`src/design/acsp_pkg.sv`:
```
// Shared types, codes and helper functions for the animation clip stream parser.
`timescale 1ns / 1ps

package acsp_pkg;

  // Parse phases, one-hot.
  typedef enum logic [7:0] {
    PH_VERSION = 8'b0000_0001,
    PH_FCOUNT  = 8'b0000_0010,
    PH_SKIP    = 8'b0000_0100,
    PH_BCOUNT  = 8'b0000_1000,
    PH_CX      = 8'b0001_0000,
    PH_CY      = 8'b0010_0000,
    PH_CZ      = 8'b0100_0000,
    PH_IDLE    = 8'b1000_0000
  } phase_t;

  // Result status codes.
  typedef enum logic [2:0] {
    ST_KEYFRAME    = 3'd0,
    ST_EMPTY_FRAME = 3'd1,
    ST_EMPTY_CLIP  = 3'd2,
    ST_UNKNOWN_VER = 3'd3,
    ST_TRUNCATED   = 3'd4
  } status_t;

  localparam logic [7:0] VERSION_FLOAT = 8'd0;
  localparam logic [7:0] VERSION_FIXED = 8'd1;

  typedef struct packed {
    logic [7:0] byte_value;
    logic       end_of_buffer;
  } in_beat_t;

  typedef struct packed {
    logic [2:0]  status;
    logic        is_float;
    logic [31:0] frame_index;
    logic [31:0] bone_index;
    logic [31:0] coord_x;
    logic [31:0] coord_y;
    logic [31:0] coord_z;
    logic        last_in_frame;
    logic        last_in_clip;
  } out_beat_t;

  typedef struct packed {
    phase_t      phase;
    logic        clip_version;   // 1: fixed-point clip, 0: float clip
    logic [31:0] frames_total;
    logic [31:0] frames_done;
    logic [31:0] bones_total;
    logic [31:0] bones_done;
    logic [1:0]  byte_in_field;
    logic [31:0] field_assembly;
    logic [31:0] held_x;
    logic [31:0] held_y;
  } parse_state_t;

  // Format one coordinate: fixed clips sign-extend 16 bits, float clips pass raw bits.
  // Negate flips the float sign bit or takes the two's complement of the fixed value.
  function automatic logic [31:0] coord_fmt(input logic [31:0] v, input logic fixed,
                                            input logic negate);
    logic [31:0] s;
    s = {{16{v[15]}}, v[15:0]};
    if (!fixed) begin
      coord_fmt = negate ? {~v[31], v[30:0]} : v;
    end else begin
      coord_fmt = negate ? (32'd0 - s) : s;
    end
  endfunction

endpackage

```
`src/design/acsp_step.sv`:
```
// Next-state and result logic for one accepted byte.
`timescale 1ns / 1ps

module acsp_step (
  input  acsp_pkg::parse_state_t st,
  input  acsp_pkg::in_beat_t     beat,
  output acsp_pkg::parse_state_t st_next,
  output acsp_pkg::out_beat_t    res,
  output logic                   res_valid
);

  logic [31:0]       asm_new;
  logic [2:0]        field_len;
  logic              field_done;
  logic              bad_version;
  logic [31:0]       fd_inc;
  logic [31:0]       bd_inc;
  logic              frame_last;
  logic              bone_last;
  acsp_pkg::phase_t  frame_start;

  // Drop the byte into its lane of the field being assembled.
  always_comb begin
    asm_new = st.field_assembly;
    case (st.byte_in_field)
      2'd0:    asm_new[7:0]   = st.field_assembly[7:0]   | beat.byte_value;
      2'd1:    asm_new[15:8]  = st.field_assembly[15:8]  | beat.byte_value;
      2'd2:    asm_new[23:16] = st.field_assembly[23:16] | beat.byte_value;
      2'd3:    asm_new[31:24] = st.field_assembly[31:24] | beat.byte_value;
      default: asm_new = st.field_assembly;
    endcase
  end

  always_comb begin
    if (st.phase == acsp_pkg::PH_SKIP) begin
      field_len = 3'd1;
    end else if (st.clip_version) begin
      field_len = (st.phase == acsp_pkg::PH_FCOUNT) ? 3'd1 : 3'd2;
    end else begin
      field_len = 3'd4;
    end
  end

  assign field_done  = ({1'b0, st.byte_in_field} + 3'd1) >= field_len;
  assign bad_version = (st.phase == acsp_pkg::PH_VERSION) &&
                       !(beat.byte_value inside {acsp_pkg::VERSION_FLOAT,
                                                 acsp_pkg::VERSION_FIXED});
  assign fd_inc      = st.frames_done + 32'd1;
  assign bd_inc      = st.bones_done + 32'd1;
  assign frame_last  = fd_inc == st.frames_total;
  assign bone_last   = bd_inc == st.bones_total;
  assign frame_start = st.clip_version ? acsp_pkg::PH_BCOUNT : acsp_pkg::PH_SKIP;

  always_comb begin
    st_next   = st;
    res       = '0;
    res_valid = 1'b0;
    case (st.phase)
      acsp_pkg::PH_VERSION: begin
        st_next.frames_total   = '0;
        st_next.frames_done    = '0;
        st_next.bones_total    = '0;
        st_next.bones_done     = '0;
        st_next.byte_in_field  = '0;
        st_next.field_assembly = '0;
        if (bad_version) begin
          st_next.clip_version = 1'b0;
          st_next.phase        = acsp_pkg::PH_IDLE;
          res.status           = acsp_pkg::ST_UNKNOWN_VER;
          res_valid            = 1'b1;
        end else begin
          st_next.clip_version = beat.byte_value[0];
          st_next.phase        = acsp_pkg::PH_FCOUNT;
        end
      end
      acsp_pkg::PH_IDLE: begin
        st_next = st;
      end
      default: begin
        if (!field_done) begin
          st_next.field_assembly = asm_new;
          st_next.byte_in_field  = st.byte_in_field + 2'd1;
        end else begin
          st_next.field_assembly = '0;
          st_next.byte_in_field  = '0;
          res.is_float           = !st.clip_version;
          case (st.phase)
            acsp_pkg::PH_FCOUNT: begin
              st_next.frames_total = asm_new;
              st_next.frames_done  = '0;
              if (asm_new == 32'd0) begin
                st_next.phase    = acsp_pkg::PH_IDLE;
                res.status       = acsp_pkg::ST_EMPTY_CLIP;
                res.last_in_clip = 1'b1;
                res_valid        = 1'b1;
              end else begin
                st_next.phase = frame_start;
              end
            end
            acsp_pkg::PH_SKIP: begin
              st_next.phase = acsp_pkg::PH_BCOUNT;
            end
            acsp_pkg::PH_BCOUNT: begin
              st_next.bones_total = asm_new;
              st_next.bones_done  = '0;
              if (asm_new == 32'd0) begin
                st_next.frames_done = fd_inc;
                st_next.bones_total = '0;
                st_next.phase       = frame_last ? acsp_pkg::PH_IDLE : frame_start;
                res.status          = acsp_pkg::ST_EMPTY_FRAME;
                res.frame_index     = st.frames_done;
                res.last_in_frame   = 1'b1;
                res.last_in_clip    = frame_last;
                res_valid           = 1'b1;
              end else begin
                st_next.phase = acsp_pkg::PH_CX;
              end
            end
            acsp_pkg::PH_CX: begin
              st_next.held_x = acsp_pkg::coord_fmt(asm_new, st.clip_version, 1'b0);
              st_next.phase  = acsp_pkg::PH_CY;
            end
            acsp_pkg::PH_CY: begin
              st_next.held_y = acsp_pkg::coord_fmt(asm_new, st.clip_version, 1'b1);
              st_next.phase  = acsp_pkg::PH_CZ;
            end
            acsp_pkg::PH_CZ: begin
              res.status      = acsp_pkg::ST_KEYFRAME;
              res.frame_index = st.frames_done;
              res.bone_index  = st.bones_done;
              res.coord_x     = st.held_x;
              res.coord_y     = st.held_y;
              res.coord_z     = acsp_pkg::coord_fmt(asm_new, st.clip_version, 1'b0);
              res_valid       = 1'b1;
              if (bone_last) begin
                st_next.frames_done = fd_inc;
                st_next.bones_done  = '0;
                st_next.bones_total = '0;
                st_next.phase       = frame_last ? acsp_pkg::PH_IDLE : frame_start;
                res.last_in_frame   = 1'b1;
                res.last_in_clip    = frame_last;
              end else begin
                st_next.bones_done = bd_inc;
                st_next.phase      = acsp_pkg::PH_CX;
              end
            end
            default: begin
              st_next.phase = st.phase;
            end
          endcase
        end
      end
    endcase

    // End of buffer: report an unfinished clip, then rearm for the version byte.
    if (beat.end_of_buffer) begin
      if ((st_next.phase != acsp_pkg::PH_IDLE) && !bad_version) begin
        res             = '0;
        res.status      = acsp_pkg::ST_TRUNCATED;
        res.is_float    = !st_next.clip_version;
        res.frame_index = st_next.frames_done;
        res.bone_index  = st_next.bones_done;
        res_valid       = 1'b1;
      end
      st_next.phase          = acsp_pkg::PH_VERSION;
      st_next.byte_in_field  = '0;
      st_next.field_assembly = '0;
    end
  end

endmodule

```
`config.mk`:
```
export PLATFORM = sky130hd
export DESIGN_NAME = acsp_step
export DESIGN_NICKNAME = d
export VERILOG_FILES = /design/src/design/acsp_pkg.sv /design/src/design/acsp_step.sv
export SDC_FILE = /design/constraint.sdc
export NUM_CORES = 1
export LEC_CHECK = 0
export BUFFER_PORTS_ARGS = -buffer_cell sky130_fd_sc_hd__buf_2
export CORE_AREA = 3 3 248 250
export DETAILED_ROUTE_END_ITERATION = 7
export DIE_AREA = 0 0 251 253
export PLACE_DENSITY_LB_ADDON = 0.1
export SLEW_MARGIN = 20
export SYNTH_ARGS = -nofsm -noshare
export SYNTH_HDL_FRONTEND = slang
export SYNTH_SLANG_ARGS = --single-unit
```
`constraint.sdc`:
```
create_clock -name vclk -period 14.15
set_clock_uncertainty 0.1 [all_clocks]
set_input_delay 1.415 -clock vclk [all_inputs]
set_output_delay 1.415 -clock vclk [all_outputs]
set_load 0.005 [all_outputs]
```
## Word-level counts from Yosys, hierarchy flattened

Cells that the tools add are included.

| word-level totals | value |
|---|---|
| register bits | 0 |
| input port bits | 244 |
| output and inout bits | 402 |
| logic and storage cells | 95 |

| operators by class | value |
|---|---|
| add/subtract/negate cells | 5 |
| $lt $le $gt $ge | 1 |
| equality and inequality tests | 15 |
| muxes and demuxes | 57 |
| bitwise operators | 5 |
| reductions and logical operators | 12 |

Operators with widths:

| kind | count |
|---|---|
| 166-bit 2-to-1 mux | 2 |
| 162-bit one-hot mux with 2 select lines | 1 |
| 128-bit 2-to-1 mux | 2 |
| 64-bit 2-to-1 mux | 4 |
| 32-bit 2-to-1 mux | 7 |
| 165-bit 2-to-1 mux | 1 |
| 163-bit 2-to-1 mux | 1 |
| 64-bit one-hot mux with 2 select lines | 1 |
| 32-bit one-hot mux with 3 select lines | 1 |
| 8-bit 2-to-1 mux | 10 |
| 34-bit 2-to-1 mux | 2 |
| 32-bit by 1-bit adder with 32-bit output (second input constant) | 2 |
| 32-bit equality test | 2 |
| 32-bit one-hot mux with 2 select lines | 1 |
| 8-bit one-hot mux with 6 select lines | 1 |
| 32-bit zero test | 1 |
| 8-bit bitwise OR | 4 |
| 1-bit by 16-bit subtractor with 17-bit output (first input constant) | 1 |
| 8-bit by 1-bit equality test with 1-bit output (second input constant) | 2 |
| 8-bit one-hot mux with 2 select lines | 1 |
| 2-bit 2-to-1 mux | 5 |
| 9-bit 2-to-1 mux | 1 |
| 8-bit by 2-bit equality test with 1-bit output (second input constant) | 1 |
| 8-bit by 3-bit equality test with 1-bit output (second input constant) | 1 |
| other kinds (25) | 40 |

## Depth between registers and ports, before layout

Gate-level depths: netlist of run 1.

| depth | value |
|---|---|
| word-level depth | 11 |
| depth in mapped cells | 20 |
| gate-level depth less buffers | 14 |

## Worst setup path after synthesis of run 1

OpenSTA, ideal clock, no wires.

| path | value |
|---|---|
| path kind | input -> output |
| start point | input port st[231] in the netlist's numbering |
| end point | output port res[28] in the netlist's numbering |
| arrival time | 5.073 ns |
| data required time | 12.635 ns |
| path slack | 7.562 ns |
| stages | 19 |
| path buffers | 5 |
| cells stage by stage | clkbuf_1 -> or4_1 -> or3_1 -> a21oi_1 -> ha_1 -> nand2b_1 -> a21o_1 -> a21oi_1 -> or4b_2 -> clkbuf_1 -> nand3_1 -> nor3b_1 -> o211a_1 -> o21a_1 -> a21oi_1 -> buf_4 -> buf_4 -> buf_2 -> nor3_1 |

RTL lines:

| what | line | source |
|---|---|---|
| start: declaration | acsp_step.sv:5 | `input acsp_pkg::parse_state_t st,` |
| end: declaration | acsp_step.sv:8 | `output acsp_pkg::out_beat_t res,` |

==> results of run 1 <==
path summary, 6_finish.rpt:
check,start,slack [ps],to
max,st[231],5520,res[103]
min,st[36],3020,st_next[36]
stage by stage:
stage	worst slack (ps)	hold WS (ps)
detailed placement	5550	3020
floorplan	7560	2800
finish	5520	3020
CTS	5540	3020
global route	5140	3030
global placement	5350	3020
area by class of cell:
class / instances / share of cell area, %
antenna: 9 / 0.158
inverter: 17 / 0.446
tap: 773 / 6.76
multi-input combinational: 1516 / 67.6
timing repair buffer: 692 / 25.0
cells in the final DEF, fill, tap and decap left out, drive strengths merged, types with 11 or more instances in the layout:
master / synthesis / layout
a21o: 53 / 53
a21oi: 96 / 96
a22oi: 26 / 26
a31o: 32 / 32
and2: 43 / 43
and3: 52 / 52
and4: 18 / 18
buf: 44 / 692
ha: 11 / 11
inv: 16 / 16
mux2: 67 / 67
nand2: 180 / 180
nand3: 60 / 60
nand4: 42 / 42
nor2: 168 / 168
nor2b: 11 / 11
nor3: 68 / 68
nor3b: 70 / 70
nor4: 31 / 31
o211ai: 18 / 18
o21a: 19 / 19
o21ai: 156 / 156
o22a: 16 / 16
o31ai: 14 / 14
or3: 26 / 26
or4: 16 / 16
xnor2: 64 / 64
xor2: 34 / 34
cell usage after synthesis, drive strengths merged (14+ instances only):
master | number | area, um^2
nor4 | 31 | 215
a31o | 32 | 280
buf | 44 | 250
a21oi | 96 | 492
and3 | 52 | 325
a21o | 53 | 398
nor2 | 168 | 631
xor2 | 34 | 298
clkbuf | 141 | 531
nand2 | 180 | 678
o22a | 16 | 140
o31ai | 14 | 105
and4 | 18 | 158
o211ai | 18 | 135
mux2 | 67 | 762
a22oi | 26 | 195
or3 | 26 | 163
nor3 | 68 | 340
nand4 | 42 | 284
o21ai | 156 | 785
and2 | 43 | 269
or4 | 16 | 124
nand3 | 60 | 305
xnor2 | 64 | 561
o21a | 19 | 143
nor3b | 70 | 526
inv | 16 | 60.1
cells by family (layout without fill, tap and decap cells):
| family | after synthesis | count (layout) |
|---|---|---|
| xor gates and xnor gates | 99 | 99 |
| and+or+nand+nor | 824 | 824 |
| AOI/OAI and AO/OA | 506 | 506 |
| adders and majority gates | 11 | 11 |
| muxes | 76 | 76 |
| other | 0 | 9 |
| buffers and inverters | 202 | 709 |
power by group:
group             internal [W]  switching, W
registers                    0             0
logic                 0.000144      0.000258
clock network  0.0000000000252             0
metal layers:
metal	vias up	global-route usage [%]	share of wire, %
met1	7969	34.3	44
li1	7366	-	-
met3	79	3.96	6.9
met4	8	4.16	1.9
met2	745	44.9	47
met5	-	0	0.057
worst max-delay path, delay by kind of cell:
family	cells	cell delay (ps)
multiplexers	1	420
AND/OR/NAND/NOR	5	1320
buffers and inverters	4	1420
adder cells (fa/ha/maj)	1	160
AO/OA/AOI/OAI	7	2230
==> impl_metrics.env, run 1 <==
export IMPL_outcome="completed"
export IMPL_ys_seq_area_share_pct=0
export IMPL_synth_distinct_cells=85
export IMPL_stdcell_count=3007
export IMPL_die_height_um=253
export IMPL_crit_fanout=102
export IMPL_dp_cells=2998
export IMPL_synth_compound_area_share_pct=31.6
export IMPL_timing_final_crit_share_pct=61.0
export IMPL_initial_core_util_pct=17.6
export IMPL_seq_cells=0
export IMPL_grt_max_degree=103
export IMPL_synthCells=1718
export IMPL_worst_slew_pin_slew_ps=1110
export IMPL_synthAdderAreaFrac_pct=1.32
export IMPL_finish_utilization_pct=24.1
export IMPL_final_setup_tns_ps=0
export IMPL_grt_pass1_wl_um=121000
export IMPL_synth_xor_area_share_pct=8.47
export IMPL_path_class="input port to output port"
export IMPL_maxSlewHeadroom_pct=24.7
export IMPL_hold_depth=4
export IMPL_ctsHoldBuffers=0
export IMPL_synthToLayoutAreaGrowth_pct=37.4
export IMPL_fin_crit_ps=8630
export IMPL_finalSetupViolCount=0
export IMPL_grt_antenna_before_repair=12
export IMPL_netlist_area_um2=10400
export IMPL_fillers=6996
export IMPL_regArea_um2=0
export IMPL_grt_ovfl_total=0
export IMPL_vias=16200
export IMPL_port_buffer_count=646
export IMPL_multi_input_area_um2=9670
export IMPL_post_dp_cell_area_um2=14300
export IMPL_start_kind="input port"
export IMPL_drc_errors=0
export IMPL_fp_coreArea_um2=59200
export IMPL_synth_mux_area_share_pct=8.19
export IMPL_avgRoutedWirePerCell_um=29.2
export IMPL_holdCritPathClass="input port to output port"
export IMPL_syn_nets=1973
export IMPL_synth_top_family_by_area="simple AND/OR/NAND/NOR gates"
export IMPL_grt_usage_pct=25.8
export IMPL_post_cts_buffers=0
export IMPL_rsz0062_at_grt="false"
export IMPL_vias_per_cell=5.38
export IMPL_path_cells="buf_2 > or4_1 > or3_1 > a21oi_1 > ha_1 > nand2b_1 > a21o_1 > a21o_1 > o21a_1 > nand2_1 > buf_4 > nor3b_1 > o211a_1 > o21a_1 > a21oi_4 > buf_4 > mux2_2 > buf_2"
export IMPL_cp_slowest_cell="o21a_1"
export IMPL_ioPinCount=646
export IMPL_drt_iter0_drc=1095
export IMPL_cpPeakStageDelay_ps=850
export IMPL_finalWirelength_um=87700
export IMPL_drive_gt1_share_pct=35.9
export IMPL_vdd_drop_max_mv=0.0122
export IMPL_clockBufferCount=0
export IMPL_cts_resized_gates=0
export IMPL_final_area_um2=14300
export IMPL_hold_viol=0
export IMPL_die_area_um2=63500
export IMPL_power_leakage_nw=6.64
export IMPL_cp_end_kind="output port"
export IMPL_worstPathArrival_ps=7120
export IMPL_floorplan_rows=89
export IMPL_cap_violations=0
export IMPL_first_pass_iters=5
export IMPL_ant_nets=0
export IMPL_drv_slew=0
export IMPL_grt_pass1_vias=15500
export IMPL_fmax_ghz=0.116
export IMPL_synth_simple_gate_area_share_pct=42.3
export IMPL_gp_congestion=0.912
export IMPL_synth_yosys_warnings=0
export IMPL_crit_required_ps=12640
export IMPL_die_w_um=251
export IMPL_syn_area_per_cell_um2=6.06
export IMPL_powerDensity_nw_per_um2=28.2
export IMPL_total_power_w=0.000403
export IMPL_place_hpwl_um=72600
export IMPL_nets=2482
(Power assumes the default switching activity.)
==> run 2, diff against run 1 <==
ABC_AREA = 1   (was default)
clock period = 8.4 ns   (was 14.15 ns; I/O delays follow)
==> run 2 against run 1 <==
Net effect: setup slack worse by 4100 ps; synthesized cell count is 46% higher; global-route usage is 4.7 points higher; die area stayed put; sequential share of layout area stayed put; sequential cell count stayed put; critical endpoint is now res[19]; wire length is 17% higher; clock-buffer cell count stayed put; combinational power is 95% higher.
==> impl_metrics.env, run 2 <==
export IMPL_outcome="completed"
export IMPL_vdd_drop_max_mv=0.0333
export IMPL_path_buf_inv=5
export IMPL_synth_most_common_cell="nand2_1"
export IMPL_worst_slew_pin_slew_ps=1020
export IMPL_syn_area_per_cell_um2=4.64
export IMPL_cp_end_kind="output port"
export IMPL_cts_resized_gates=0
export IMPL_routed_top_layer="met5"
export IMPL_avgRoutedWirePerCell_um=26.7
export IMPL_grt_max_degree=94
export IMPL_grt_antenna_before_repair=9
export IMPL_dr_wl_met2_um=48600
export IMPL_syn_nets=2767
export IMPL_ant_nets=0
export IMPL_fin_crit_ps=6940
export IMPL_grt_usage_pct=30.5
export IMPL_power_leakage_nw=8.92
export IMPL_synth_yosys_warnings=0
export IMPL_powerDensity_nw_per_um2=50.4
export IMPL_fillers=7188
export IMPL_ctsHoldBuffers=0
export IMPL_die_w_um=251
export IMPL_cpMostUsedCell="nor2_1"
export IMPL_start_kind="input port"
export IMPL_wl_met3_um=6870
export IMPL_multi_input_area_um2=9820
export IMPL_synthCells=2512
export IMPL_holdCritPathClass="input port to output port"
export IMPL_port_buffer_count=646
export IMPL_ioPinCount=646
export IMPL_regArea_um2=0
export IMPL_path_cells="buf_2 > ha_1 > a21oi_2 > inv_1 > nor2_1 > nand2_1 > nor2_1 > nand2_1 > nor2_1 > nand2_1 > nor2_4 > inv_2 > nand2_2 > nand2_1 > a21oi_1 > nor2_1 > nand2_2 > nand2_4 > nand2_8 > buf_4 > nor2_1 > buf_2"
export IMPL_fp_coreArea_um2=59200
export IMPL_timing_final_crit_share_pct=82.6
export IMPL_worstPathArrival_ps=6000
export IMPL_finalWirelength_um=103000
export IMPL_vias=19900
export IMPL_crit_fanout=53
export IMPL_cp_top_family="simple AND/OR/NAND/NOR gates"
export IMPL_nets=3321
export IMPL_cap_violations=0
export IMPL_synth_top_area_cell="nand2_1"
export IMPL_gp_congestion=0.955
export IMPL_ys_seq_area_share_pct=0
export IMPL_finalSetupViolCount=0
export IMPL_rsz0062_at_grt="false"
export IMPL_drive_gt1_share_pct=25.2
export IMPL_vias_per_cell=5.19
export IMPL_grt_pass1_wl_um=142000
export IMPL_grt_pass1_vias=19000
export IMPL_yosys_top_cells_area="nand2_1 (24%), nand3_1 (13%), nor2_1 (12%)"
export IMPL_initial_core_util_pct=19.7
export IMPL_path_class="input port to output port"
export IMPL_first_pass_iters=6
export IMPL_grt_ovfl_total=0
export IMPL_layout_commonest_cell="nand2_1"
export IMPL_floorplan_rows=89
export IMPL_drc_errors=0
export IMPL_stdcell_count=3838
export IMPL_fmax_ghz=0.144
export IMPL_cpPeakStageDelay_ps=720
export IMPL_drt_met1_wl_um=42600
export IMPL_drv_slew=0
export IMPL_dp_cells=3837
export IMPL_synth_top_area_share_pct=24.0
export IMPL_final_setup_tns_ps=0
export IMPL_drt_iter0_drc=1931
export IMPL_hold_viol=0
export IMPL_maxSlewHeadroom_pct=31.5
export IMPL_synth_distinct_cells=46
export IMPL_netlist_area_um2=11600
export IMPL_fin_hold_ws_ps=1870
export IMPL_cp_slowest_cell="buf_4"
export IMPL_place_hpwl_um=87500
export IMPL_synthToLayoutAreaGrowth_pct=33.5
export IMPL_final_cell_mix="nand2_1 (744), buf_2 (646), nor2_1 (372)"
export IMPL_die_height_um=253
export IMPL_clockBufferCount=0
export IMPL_post_cts_buffers=0
export IMPL_synth_common_cells="nand2_1 (745), nor2_1 (375), inv_1 (321)"
export IMPL_die_area_um2=63500
export IMPL_finish_utilization_pct=26.2
export IMPL_crit_required_ps=7460
export IMPL_seq_cells=0
==> run 2: worst paths after layout <==
kind,start,end,slack (ps),cells past startpoint
min,st[2],res[36],1870,4
max,st[96],res[19],1460,22
==> run 2: metal layers <==
layer,GRT usage [%],vias to the layer above
li1,-,9276
met1,39.0,9461
met2,53.3,1047
met3,3.52,140
met4,10.2,10
met5,0,-
==> run 2: metrics by stage <==
| step | total power (W) | cell area [um^2] | setup slack, ps |
|---|---|---|---|
| 4_1_cts | 0.000778 | 15500 | 1570 |
| 3_3_place_gp | 0.000780 | 15500 | 1640 |
| 5_1_grt | 0.000841 | 15500 | 1110 |
| 6_report | 0.000784 | 15500 | 1460 |
| 2_1_floorplan | 0.000344 | 11600 | 3350 |
| 3_5_place_dp | 0.000774 | 15500 | 1580 |
==> run 2: logic make-up after synthesis <==
group	count (synthesis)	synth area share, %
AND/OR/NAND/NOR	1545	57.6
AO/OA/AOI/OAI	468	23.4
buffers and inverters	466	15.9
XOR/XNOR	22	1.90
adder cells (fa/ha/maj)	11	1.18
==> run 2: power breakdown <==
group	internal (W)	switching, W	total (W)
Sequential	0	0	0
Clock	0.00000000000439	0	0.00000000000439
Combinational	0.000235	0.000549	0.000784
Total	0.000235	0.000549	0.000784
==> run 2: cell type report <==
| cell class | instances | area share (%) |
|---|---|---|
| antenna | 1 | 0.0161 |
| inverter | 336 | 8.11 |
| multi-input combinational | 2046 | 63.1 |
| tap | 773 | 6.22 |
| timing repair buffer | 682 | 22.5 |
